File: src/design/wsq_pkg.sv
// Package with types, constants and the wrap-around compare of the sorted queue.
package wsq_pkg;

  localparam int QUEUE_DEPTH = 32;
  localparam int IDX_W = $clog2(QUEUE_DEPTH);
  localparam int CNT_W = $clog2(QUEUE_DEPTH + 1);
  localparam int OCC_W = 6;
  localparam int REC_W = 80;
  localparam logic [31:0] MAX_SEQ_RESET = 32'd65535;

  typedef enum logic [1:0] {
    OP_INSERT = 2'd0,
    OP_QUERY  = 2'd1,
    OP_POP    = 2'd2,
    OP_NONE   = 2'd3
  } op_t;

  typedef struct packed {
    logic [1:0]  op;
    logic [31:0] sequence_req;
    logic [31:0] arrival_time;
    logic [15:0] packet_size;
  } req_t;

  typedef struct packed {
    logic        found;
    logic        accepted;
    logic        dropped_full;
    logic        dropped_duplicate;
    logic        pop_valid;
    logic [31:0] pop_sequence;
    logic [31:0] pop_time;
    logic [15:0] pop_size;
    logic [5:0]  occupancy;
  } resp_t;

  typedef struct packed {
    logic [31:0] seq;
    logic [31:0] tim;
    logic [15:0] size;
  } rec_t;

  typedef enum logic [2:0] {
    ST_IDLE,
    ST_SCAN,
    ST_SHIFT_RD,
    ST_SHIFT_WR,
    ST_PUT,
    ST_DONE
  } state_t;

  function automatic logic newer(input logic [31:0] a, input logic [31:0] b,
                                 input logic [31:0] half);
    logic res;
    res = 1'b0;
    if (a > b) begin
      res = (a - b) <= half;
    end else if (b > a) begin
      res = (b - a) > half;
    end
    return res;
  endfunction

endpackage

File: src/design/wsq_ram.sv
// Generic single-port RAM with registered read.
module wsq_ram #(
  parameter int WIDTH = 8,
  parameter int DEPTH = 32
) (
  input  logic                     clk,
  input  logic                     we,
  input  logic [$clog2(DEPTH)-1:0] addr,
  input  logic [WIDTH-1:0]         wdata,
  output logic [WIDTH-1:0]         rdata
);

  logic [WIDTH-1:0] mem [DEPTH];

  always_ff @(posedge clk) begin
    if (we) begin
      mem[addr] <= wdata;
    end
    rdata <= mem[addr];
  end

endmodule

File: src/design/wrapping_sequence_sorted_queue.sv
// Top level of the wrap-around sequence sorted packet queue.
//
// The records live in one RAM, oldest at address 0. Each command starts on
// start while busy is low and gives one result strobe. A query or insert
// first scans the stored records with one read per cycle. An accepted insert
// then shifts the tail up one entry at a time, and a pop shifts every record
// down the same way. Busy is shortest for a pop of an empty queue or an unused
// code and longest for an insert at the front, all set by the single RAM port,
// and the result strobe comes in the same cycle as busy falls. The result
// stands one cycle with done high and cannot be held off. The maximum sequence
// register is written on cfg_valid.
module wrapping_sequence_sorted_queue
  import wsq_pkg::*;
(
  input  logic        clk,
  input  logic        rst,
  input  logic        start,
  output logic        busy,
  input  req_t        req,
  output logic        done,
  output resp_t       resp,
  input  logic        cfg_valid,
  output logic        cfg_ready,
  input  logic [31:0] cfg_data
);

  state_t           state, state_next;
  logic [31:0]      max_seq;
  req_t             cur;
  logic [CNT_W-1:0] count;
  logic [CNT_W-1:0] idx;
  logic [CNT_W-1:0] pos;
  logic             pos_set;
  logic             dup;
  logic [31:0]      first_seq;
  logic [31:0]      last_seq;
  logic             rd_pend;
  logic [CNT_W-1:0] rd_idx;
  logic             ram_we;
  logic [IDX_W-1:0] ram_addr;
  rec_t             ram_wdata, ram_rdata;
  logic [31:0]      half;
  logic             hit_newer;

  assign half = {1'b0, max_seq[31:1]};
  assign busy = (state != ST_IDLE);
  assign cfg_ready = 1'b1;

  wsq_ram #(.WIDTH(REC_W), .DEPTH(QUEUE_DEPTH)) u_ram (
    .clk(clk), .we(ram_we), .addr(ram_addr), .wdata(ram_wdata), .rdata(ram_rdata)
  );

  assign hit_newer = newer(ram_rdata.seq, cur.sequence_req, half);

  always_ff @(posedge clk) begin
    if (rst) begin
      state <= ST_IDLE;
      max_seq <= MAX_SEQ_RESET;
      count <= '0;
      done <= 1'b0;
      rd_pend <= 1'b0;
    end else begin
      state <= state_next;
      done <= (state == ST_DONE);
      rd_pend <= (state == ST_SCAN) && (idx < count);
      if (cfg_valid) begin
        max_seq <= cfg_data;
      end
      unique case (state)
        ST_IDLE: begin
          if (start) begin
            cur <= req;
            idx <= (req.op == OP_POP && count != '0) ? CNT_W'(1) : '0;
            pos_set <= 1'b0;
            dup <= 1'b0;
            resp <= '0;
          end
        end
        ST_SCAN: begin
          if (idx < count) begin
            rd_idx <= idx;
            idx <= idx + CNT_W'(1);
          end
          if (rd_pend) begin
            if (rd_idx == '0) begin
              first_seq <= ram_rdata.seq;
            end
            if (rd_idx == count - CNT_W'(1)) begin
              last_seq <= ram_rdata.seq;
            end
            if (ram_rdata.seq == cur.sequence_req) begin
              dup <= 1'b1;
            end
            if (!pos_set && hit_newer) begin
              pos_set <= 1'b1;
              pos <= rd_idx;
            end
          end
        end
        ST_SHIFT_RD: begin
          if (cur.op == OP_INSERT) begin
            idx <= idx - CNT_W'(1);
          end
        end
        ST_SHIFT_WR: begin
          if (cur.op == OP_POP) begin
            if (idx == CNT_W'(1)) begin
              resp.pop_valid <= 1'b1;
              resp.pop_sequence <= ram_rdata.seq;
              resp.pop_time <= ram_rdata.tim;
              resp.pop_size <= ram_rdata.size;
            end
            idx <= idx + CNT_W'(1);
          end
        end
        ST_PUT: begin
          count <= count + CNT_W'(1);
          resp.accepted <= 1'b1;
        end
        default: ;
      endcase
      if (state == ST_SCAN && state_next != ST_SCAN) begin
        if (cur.op == OP_QUERY) begin
          resp.found <= dup;
        end else if (dup) begin
          resp.dropped_duplicate <= 1'b1;
        end else if (count >= CNT_W'(QUEUE_DEPTH)) begin
          resp.dropped_full <= 1'b1;
        end else begin
          idx <= count;
          if (count == '0 || !newer(cur.sequence_req, first_seq, half)) begin
            pos <= '0;
          end else if (newer(cur.sequence_req, last_seq, half) || !pos_set) begin
            pos <= count;
          end
        end
      end
      if (state == ST_SHIFT_RD && cur.op == OP_POP && idx > count) begin
        count <= count - CNT_W'(1);
      end
      if (state == ST_DONE) begin
        resp.occupancy <= OCC_W'(count);
      end
    end
  end

  always_comb begin
    state_next = state;
    ram_we = 1'b0;
    ram_addr = '0;
    ram_wdata = '0;
    unique case (state)
      ST_IDLE: begin
        ram_addr = '0;
        if (start) begin
          unique case (req.op) inside
            OP_INSERT, OP_QUERY: state_next = ST_SCAN;
            OP_POP: state_next = (count != '0) ? ST_SHIFT_WR : ST_DONE;
            default: state_next = ST_DONE;
          endcase
        end
      end
      ST_SCAN: begin
        ram_addr = IDX_W'(idx);
        if (idx >= count && !rd_pend) begin
          state_next = ST_DONE;
        end else if (idx >= count && rd_pend) begin
          state_next = ST_SCAN;
        end
        if (idx >= count && rd_pend) begin
          state_next = ST_SCAN;
        end
        if (idx >= count && !rd_pend) begin
          if (cur.op == OP_INSERT && !dup && count < CNT_W'(QUEUE_DEPTH)) begin
            state_next = ST_SHIFT_RD;
          end else begin
            state_next = ST_DONE;
          end
        end
      end
      ST_SHIFT_RD: begin
        if (cur.op == OP_INSERT) begin
          if (idx > pos) begin
            ram_addr = IDX_W'(idx - CNT_W'(1));
            state_next = ST_SHIFT_WR;
          end else begin
            state_next = ST_PUT;
          end
        end else begin
          if (idx <= count) begin
            ram_addr = IDX_W'(idx - CNT_W'(1));
            state_next = ST_SHIFT_WR;
          end else begin
            state_next = ST_DONE;
          end
        end
      end
      ST_SHIFT_WR: begin
        if (cur.op == OP_INSERT) begin
          ram_we = 1'b1;
          ram_addr = IDX_W'(idx + CNT_W'(1));
          ram_wdata = ram_rdata;
        end else if (idx != CNT_W'(1)) begin
          ram_we = 1'b1;
          ram_addr = IDX_W'(idx - CNT_W'(2));
          ram_wdata = ram_rdata;
        end
        state_next = ST_SHIFT_RD;
      end
      ST_PUT: begin
        ram_we = 1'b1;
        ram_addr = IDX_W'(pos);
        ram_wdata.seq = cur.sequence_req;
        ram_wdata.tim = cur.arrival_time;
        ram_wdata.size = cur.packet_size;
        state_next = ST_DONE;
      end
      ST_DONE: begin
        state_next = ST_IDLE;
      end
      default: state_next = ST_IDLE;
    endcase
  end

endmodule

File: config.mk
export PLATFORM = sky130hd
export DESIGN_NAME = wrapping_sequence_sorted_queue
export DESIGN_NICKNAME = d
export VERILOG_FILES = /design/src/design/wsq_pkg.sv /design/src/design/wsq_ram.sv /design/src/design/wrapping_sequence_sorted_queue.sv
export SDC_FILE = /design/constraint.sdc
export NUM_CORES = 2
export LEC_CHECK = 0
export ABC_AREA = 1
export BUFFER_PORTS_ARGS = -buffer_cell sky130_fd_sc_hd__clkbuf_2
export CORE_MARGIN = 3
export CORE_UTILIZATION = 57
export CTS_CLUSTER_DIAMETER = 80
export DETAILED_ROUTE_END_ITERATION = 8
export PLACE_DENSITY = 0.83
export SLEW_MARGIN = 10
export SYNTH_ARGS = -nofsm -noshare
export SYNTH_HDL_FRONTEND = slang
export SYNTH_SLANG_ARGS = --single-unit
File: constraint.sdc
create_clock -name clk -period 8.05 [get_ports clk]
set_input_delay 0 -clock clk [delete_from_list [all_inputs] [get_ports clk]]
set_output_delay 0 -clock clk [all_outputs]
set_load 0.05 [all_outputs]
# == Yosys cells after proc, flatten, opt, wreduce, memory -nomap -nowiden ==
# Memory sizes are Yosys's and may differ from the RTL's. A register that Yosys moved wholly into a read port is not among the register bits.
# Index checks and enable logic that the tools add are counted.
# op_classes
add_sub_neg,11
order_cmp,19
eq_ne,20
n_mux,85
bitwise_logic,1
n_reduce_logical,39
# ops
op,count
> comparator 32 bit,6
subtractor 32 bit,6
two-way mux 81 bit,2
one-hot mux 81 bit (2 select lines),1
two-way mux 80 bit,2
one-hot mux 80 bit (2 select lines),1
two-way mux 6 bit,21
> comparator 32 x 31 -> 1 bit,3
less-or-equal comparator 32 x 31 -> 1 bit,3
two-way mux 91 bit,1
two-way mux 1 bit,33
equality test 32 bit,1
two-way mux 5 bit,5
two-way mux 3 bit,8
one-hot mux 6 bit (4 select lines),1
one-hot mux 5 bit (4 select lines),1
one-hot mux 3 bit (5 select lines),1
AND reduction 5 bit,3
"adder 6 x 1 -> 6 bit, second input constant",2
> comparator 6 bit,2
zero test 6 bit,2
AND reduction 3 bit,4
nonzero test 2 bit,6
"subtractor 6 x 1 -> 6 bit, second input constant",2
30 further kinds,58
# totals
ff_bits,300
mem_bits_rw,2560
inputBits,118
output_inout_bits,94
memories,1
# mem_list
name,depth,word_bits,rd,rd_clocked_by_memory_dff,wr,line_no,rtl
u_ram.mem,32,80,1,1,1,wsq_ram.sv:13,logic [WIDTH-1:0] mem [DEPTH];

# == Depth between registers and ports, before layout ==
# depth
word_depth,25
depth_mapped,34

# == By module ==
# Synthesis repeated with hierarchy kept, for this count alone.
# unflattened
cells_unflattened,13671
area_unflattened_um2,135337.3
# modules_own_cells
module,n_inst,cells_per_inst,area_each_um2
wsq_ram,1,10152,107549.4
wrapping_sequence_sorted_queue,1,3519,27787.9

# == Least setup slack after synthesis ==
# Ideal clock, no wire load.
# synth_path
path_type,reg-to-reg
startpoint,register idx[1]
endpoint,register resp[10] (netlist name) (enable)
setup_ps,641
arrival_time_ps,6928
t_required_ps,7409
setup_slack_ps,481
stages_incl_launch_ff,5
path_cell_list,edfxtp_1 inv_1 ha_1 nand4_1 a211oi_1
# synth_via
elab_chain_cells,3
# synth_lines
element,line_no,rtl
start: declaration,wrapping_sequence_sorted_queue.sv:31,logic [CNT_W-1:0] idx;
start signal: assignment,wrapping_sequence_sorted_queue.sv:73,idx <= (req.op == OP_POP && count != '0) ? CNT_W'(1) : '0;
start signal: assignment,wrapping_sequence_sorted_queue.sv:82,idx <= idx + CNT_W'(1);
start signal: assignment,wrapping_sequence_sorted_queue.sv:102,idx <= idx - CNT_W'(1);
equality test 6 x 1 -> 1 bit,wrapping_sequence_sorted_queue.sv:107,if (idx == CNT_W'(1)) begin
!= test 2 bit (no line),-,
AND reduction 5 bit (no line),-,
end: declaration,wrapping_sequence_sorted_queue.sv:21,"output resp_t resp,"
# No other way between the ends.
# A chain may end at the register's enable or synchronous reset.

# == Worst setup path after layout ==
# layout_path
startpoint,register cur[49] (netlist name)
endpoint,register pos[0] (data pin)
# layout_via
elab_chain_cells,17
word_cells_on_any_way,48
cone_classes,add/sub (6); order compare (12); mux (26); reduce/logical (4)
# layout_lines
element,line_no,rtl
start: declaration,wrapping_sequence_sorted_queue.sv:29,req_t cur;
start signal: assignment,wrapping_sequence_sorted_queue.sv:72,cur <= req;
subtractor 32 bit,wsq_pkg.sv:59,res = (b - a) > half;
> comparator 32 x 31 -> 1 bit,wsq_pkg.sv:59,
two-way mux 1 bit,wsq_pkg.sv:58,end else if (b > a) begin
two-way mux 1 bit,wsq_pkg.sv:56,if (a > b) begin
two-way mux 1 bit,wrapping_sequence_sorted_queue.sv:131,"if (count == '0 || !newer(cur.sequence_req, first_seq, half)) begin"
two-way mux 1 bit,wrapping_sequence_sorted_queue.sv:127,end else if (count >= CNT_W'(QUEUE_DEPTH)) begin
two-way mux 1 bit,wrapping_sequence_sorted_queue.sv:125,end else if (dup) begin
two-way mux 1 bit,wrapping_sequence_sorted_queue.sv:123,if (cur.op == OP_QUERY) begin
two-way mux 1 bit,wrapping_sequence_sorted_queue.sv:122,if (state == ST_SCAN && state_next != ST_SCAN) begin
two-way mux 1 bit,wrapping_sequence_sorted_queue.sv:56,if (rst) begin
logical OR 1 bit,wrapping_sequence_sorted_queue.sv:133,"end else if (newer(cur.sequence_req, last_seq, half) || !pos_set) begin"
two-way mux 6 bit,wrapping_sequence_sorted_queue.sv:133,
two-way mux 6 bit,wrapping_sequence_sorted_queue.sv:131,
two-way mux 6 bit,wrapping_sequence_sorted_queue.sv:127,
two-way mux 6 bit,wrapping_sequence_sorted_queue.sv:125,
two-way mux 6 bit,wrapping_sequence_sorted_queue.sv:123,
two-way mux 6 bit *,wrapping_sequence_sorted_queue.sv:122,
end signal: assignment,wrapping_sequence_sorted_queue.sv:96,pos <= rd_idx;
end signal: assignment,wrapping_sequence_sorted_queue.sv:134,pos <= count;
end: declaration,wrapping_sequence_sorted_queue.sv:32,logic [CNT_W-1:0] pos;
# Every way passes the cells marked *; elsewhere a longest branch is shown, timed or not. The select of a mux whose other input is x is not followed.

==> run_results.csv <==
group,metric,value,unit
global_route,grt-ovfl-total,0,
global_route,grt_max_degree,175,
cells_and_area,area_delta_synth_final,13.1,%
job,drv_cap,0,
critical_path,arrival,6.70,ns
cts,numCtsBuffers,306,
timing,clock_skew,0.122,ns
power_and_ir_drop,p_per_area,357,nW/um^2
cts,htreeDepth,5,
hold_path,hold_class,"in2reg",
logic_synthesis,async_reset_ff_share,0,%
timing,slew_headroom,14.1,%
cts,post_cts_buffers,0,
detailed_routing,viasPerCell,6.30,
status,status,"complete, no violations",
place,gp_congestion,0.994,
detailed_routing,drt-pass1-iter-count,7,
detailed_routing,drtIter0Drc,14400,
global_route,grt_pass1_vias,89500,
logic_synthesis,ys_seq_elements,2939,
cts,cts.sinks,2939,
logic_synthesis,synth_cell_types,58,
place,placed_cell_area,130000,um^2
critical_path,crit_path_top_delay_cell,"edfxtp_1",
cells_and_area,fillerInstances,14500,
die,num_io_pins,212,
die,initial_core_util,57.7,%
cells_and_area,nNetsFinal,11900,
global_route,antenna_found_initial,12,
die,rows,171,
critical_path,cpPeakStageDelay,0.69,ns
die,dieArea,226000,um^2
logic_synthesis,syn_avg_cell_area,11.5,um^2
logic_synthesis,synth_ff_type,"edfxtp_1",
timing,finalSetupViolCount,0,
logic_synthesis,synth_top_area_share,67.2,%
logic_synthesis,synth_edf_count,2817,
timing,post-route-period-util,75.5,%
detailed_routing,wl,398,mm
global_route,grt_pass1_wl,570,mm
cells_and_area,drive_above_1_share,7.73,%
global_route,track_usage,34.4,%
timing,tns,0,ns
cts,cts_tree,"done",
logic_synthesis,yosysWarnings,0,
logic_synthesis,seq_area_frac_synth,69.2,%
cts,cts_root_buffer,"clkbuf_16",
cells_and_area,final_area,142000,um^2
die,die_y,476,um
power_and_ir_drop,ir_drop,407,uV
detailed_routing,final_antenna_net_count,0,
critical_path,cp-start-kind,"flop",
timing,fmax,165,MHz
logic_synthesis,synth_area,126000,um^2
cells_and_area,fin_util,65.2,%
die,die_w,476,um
timing,hold_viol_final,0,
cts,clkSlewWorstSetupHoldPaths,0.06,ns
critical_path,path_buf_inv,2,
detailed_routing,vias,91100,
cts,insertion_delay,0.98,ns
timing,whs,0.223,ns
power_and_ir_drop,leakage,52.8,nW
timing,worstMarginPinSlew,1.29,ns
detailed_routing,drcViolationCount,0,
critical_path,crit_family,"simple AND/OR/NAND/NOR gates",
critical_path,cp_common_cell,"nand2_1",
detailed_routing,wl_per_cell,27.5,um
logic_synthesis,synth.most_common_cell,"nand2_1",
timing,maxSlewViolCount,0,
place,hpwl,227,mm
critical_path,crit_required,8.67,ns
timing,rsz0062_at_grt,"false",
logic_synthesis,synth_nets,11400,
logic_synthesis,yosys-top-cells-count,"nand2_1 (4172), edfxtp_1 (2817), nand4_1 (672)",
power_and_ir_drop,power,50.8,mW
critical_path,crit_type,"reg2reg",
place,io_buffers,209,
logic_synthesis,yosysTopAreaCell,"edfxtp_1",
critical_path,crit_path_end_kind,"flop",
logic_synthesis,ys_top_cells_by_area,"edfxtp_1 (67%), nand2_1 (12%), ha_1 (3.9%)",
die,fp.coreArea,218000,um^2
timing,post-route-min-period,6.08,ns
logic_synthesis,syn_inst,10900,
critical_path,cp_max_fo,8,
cts,cts_max_path_buffers,4,
[cell usage in the layout, fill, tap and decap left out, types with 15 or more instances in the layout]
cell              n
inv_1           481
o21ai_0         228
dlygate4sd3_1   257
o21ai_1          23
a22o_1           49
inv_2            16
nand4_1         672
buf_12           23
o21ai_4          15
nor2_1          482
edfxtp_1       2817
clkbuf_16       310
ha_1            396
nor3_1           44
xnor2_1          56
bufinv_16        22
nand3_1          90
clkinv_1         33
clkbuf_1         78
o21bai_1         21
buf_4           131
nand2_1        4172
a21oi_1         406
clkinv_2         42
nor2_4           45
clkbuf_8         27
o21a_1           30
xor2_1          140
dfxtp_1         122
clkbuf_2        209
[report_power, final]
part           internal (mW)  switching [mW]
logic                   4.67            13.1
clock network           8.03            5.77
registers               18.7           0.563
total                   31.4            19.4
[area by class of cell]
cell class	instances	area, um^2	share of cell area (%)
flip-flops and latches	2939	87000	61.1
well taps	2854	3570	2.51
multi-input cells	7012	35100	24.7
diodes	2	5.00	0.00352
repair buffers	621	5090	3.58
clock buffers	415	8420	5.92
clock inverters	119	1210	0.852
inverters	501	1900	1.33
[sequential cells by signal (all words and copies together), names as in the netlist]
signal,cells
resp,91
first_seq,32
dup,1
done,1
idx,6
rd_pend,1
pos,6
count,6
u_ram.rdata,80
max_seq,31
last_seq,32
state,3
cur,82
pos_set,1
rd_idx,6
u_ram.mem,2560
[tightest hold or removal path, cell delays in order]
cell	delay [ns]
dlygate4sd3_1	0.52
clkbuf_2	0.10
inv_1	0.05
nand2_1	0.14
nand3_1	0.09
inv_1	0.06
[path summary, 6_finish.rpt]
check                           startpoint        to  slack [ns]  cells after the start
worst max-delay path               cur[49]    pos[0]        1.97                     31
worst min-delay path                 start  resp[89]        0.22                      6
worst max register to register     cur[49]    pos[0]        1.97                     31
worst min register to register    count[5]  count[5]        0.51                      2
[routing by layer]
metal	vias to the layer above	part of all wire, %	global-route usage (%)
met3	1540	13	6.95
met1	43300	35	44.7
met5	-	0.0033	0
met4	2	5.9	18.0
li1	38800	-	-
met2	7438	47	55.1
[per-stage QoR]
step | setup slack (ns) | cells
floorplan | 0.481 | 10900
global placement | 2.17 | 13700
detailed placement | 2.07 | 13700
CTS | 2.04 | 14500
global route | 1.49 | 14500
finish | 1.97 | 14500
[what timing repair did]
action	CTS	global route
gates resized for setup	0	0
hold buffers	257	0
endpoints found under the hold margin	138	0
[cell families after synthesis]
logic type / count (synthesis) / synth area share (%)
buf+inv: 974 / 3.40
other cells: 1 / 0.00298
compound gates: 880 / 3.96
xor+xnor: 196 / 1.36
simple gates: 5532 / 18.1
mux: 1 / 0.00795
flops: 2939 / 69.2
fa+ha+maj: 402 / 4.03
No activity file was read; power rests on OpenSTA's default activity.
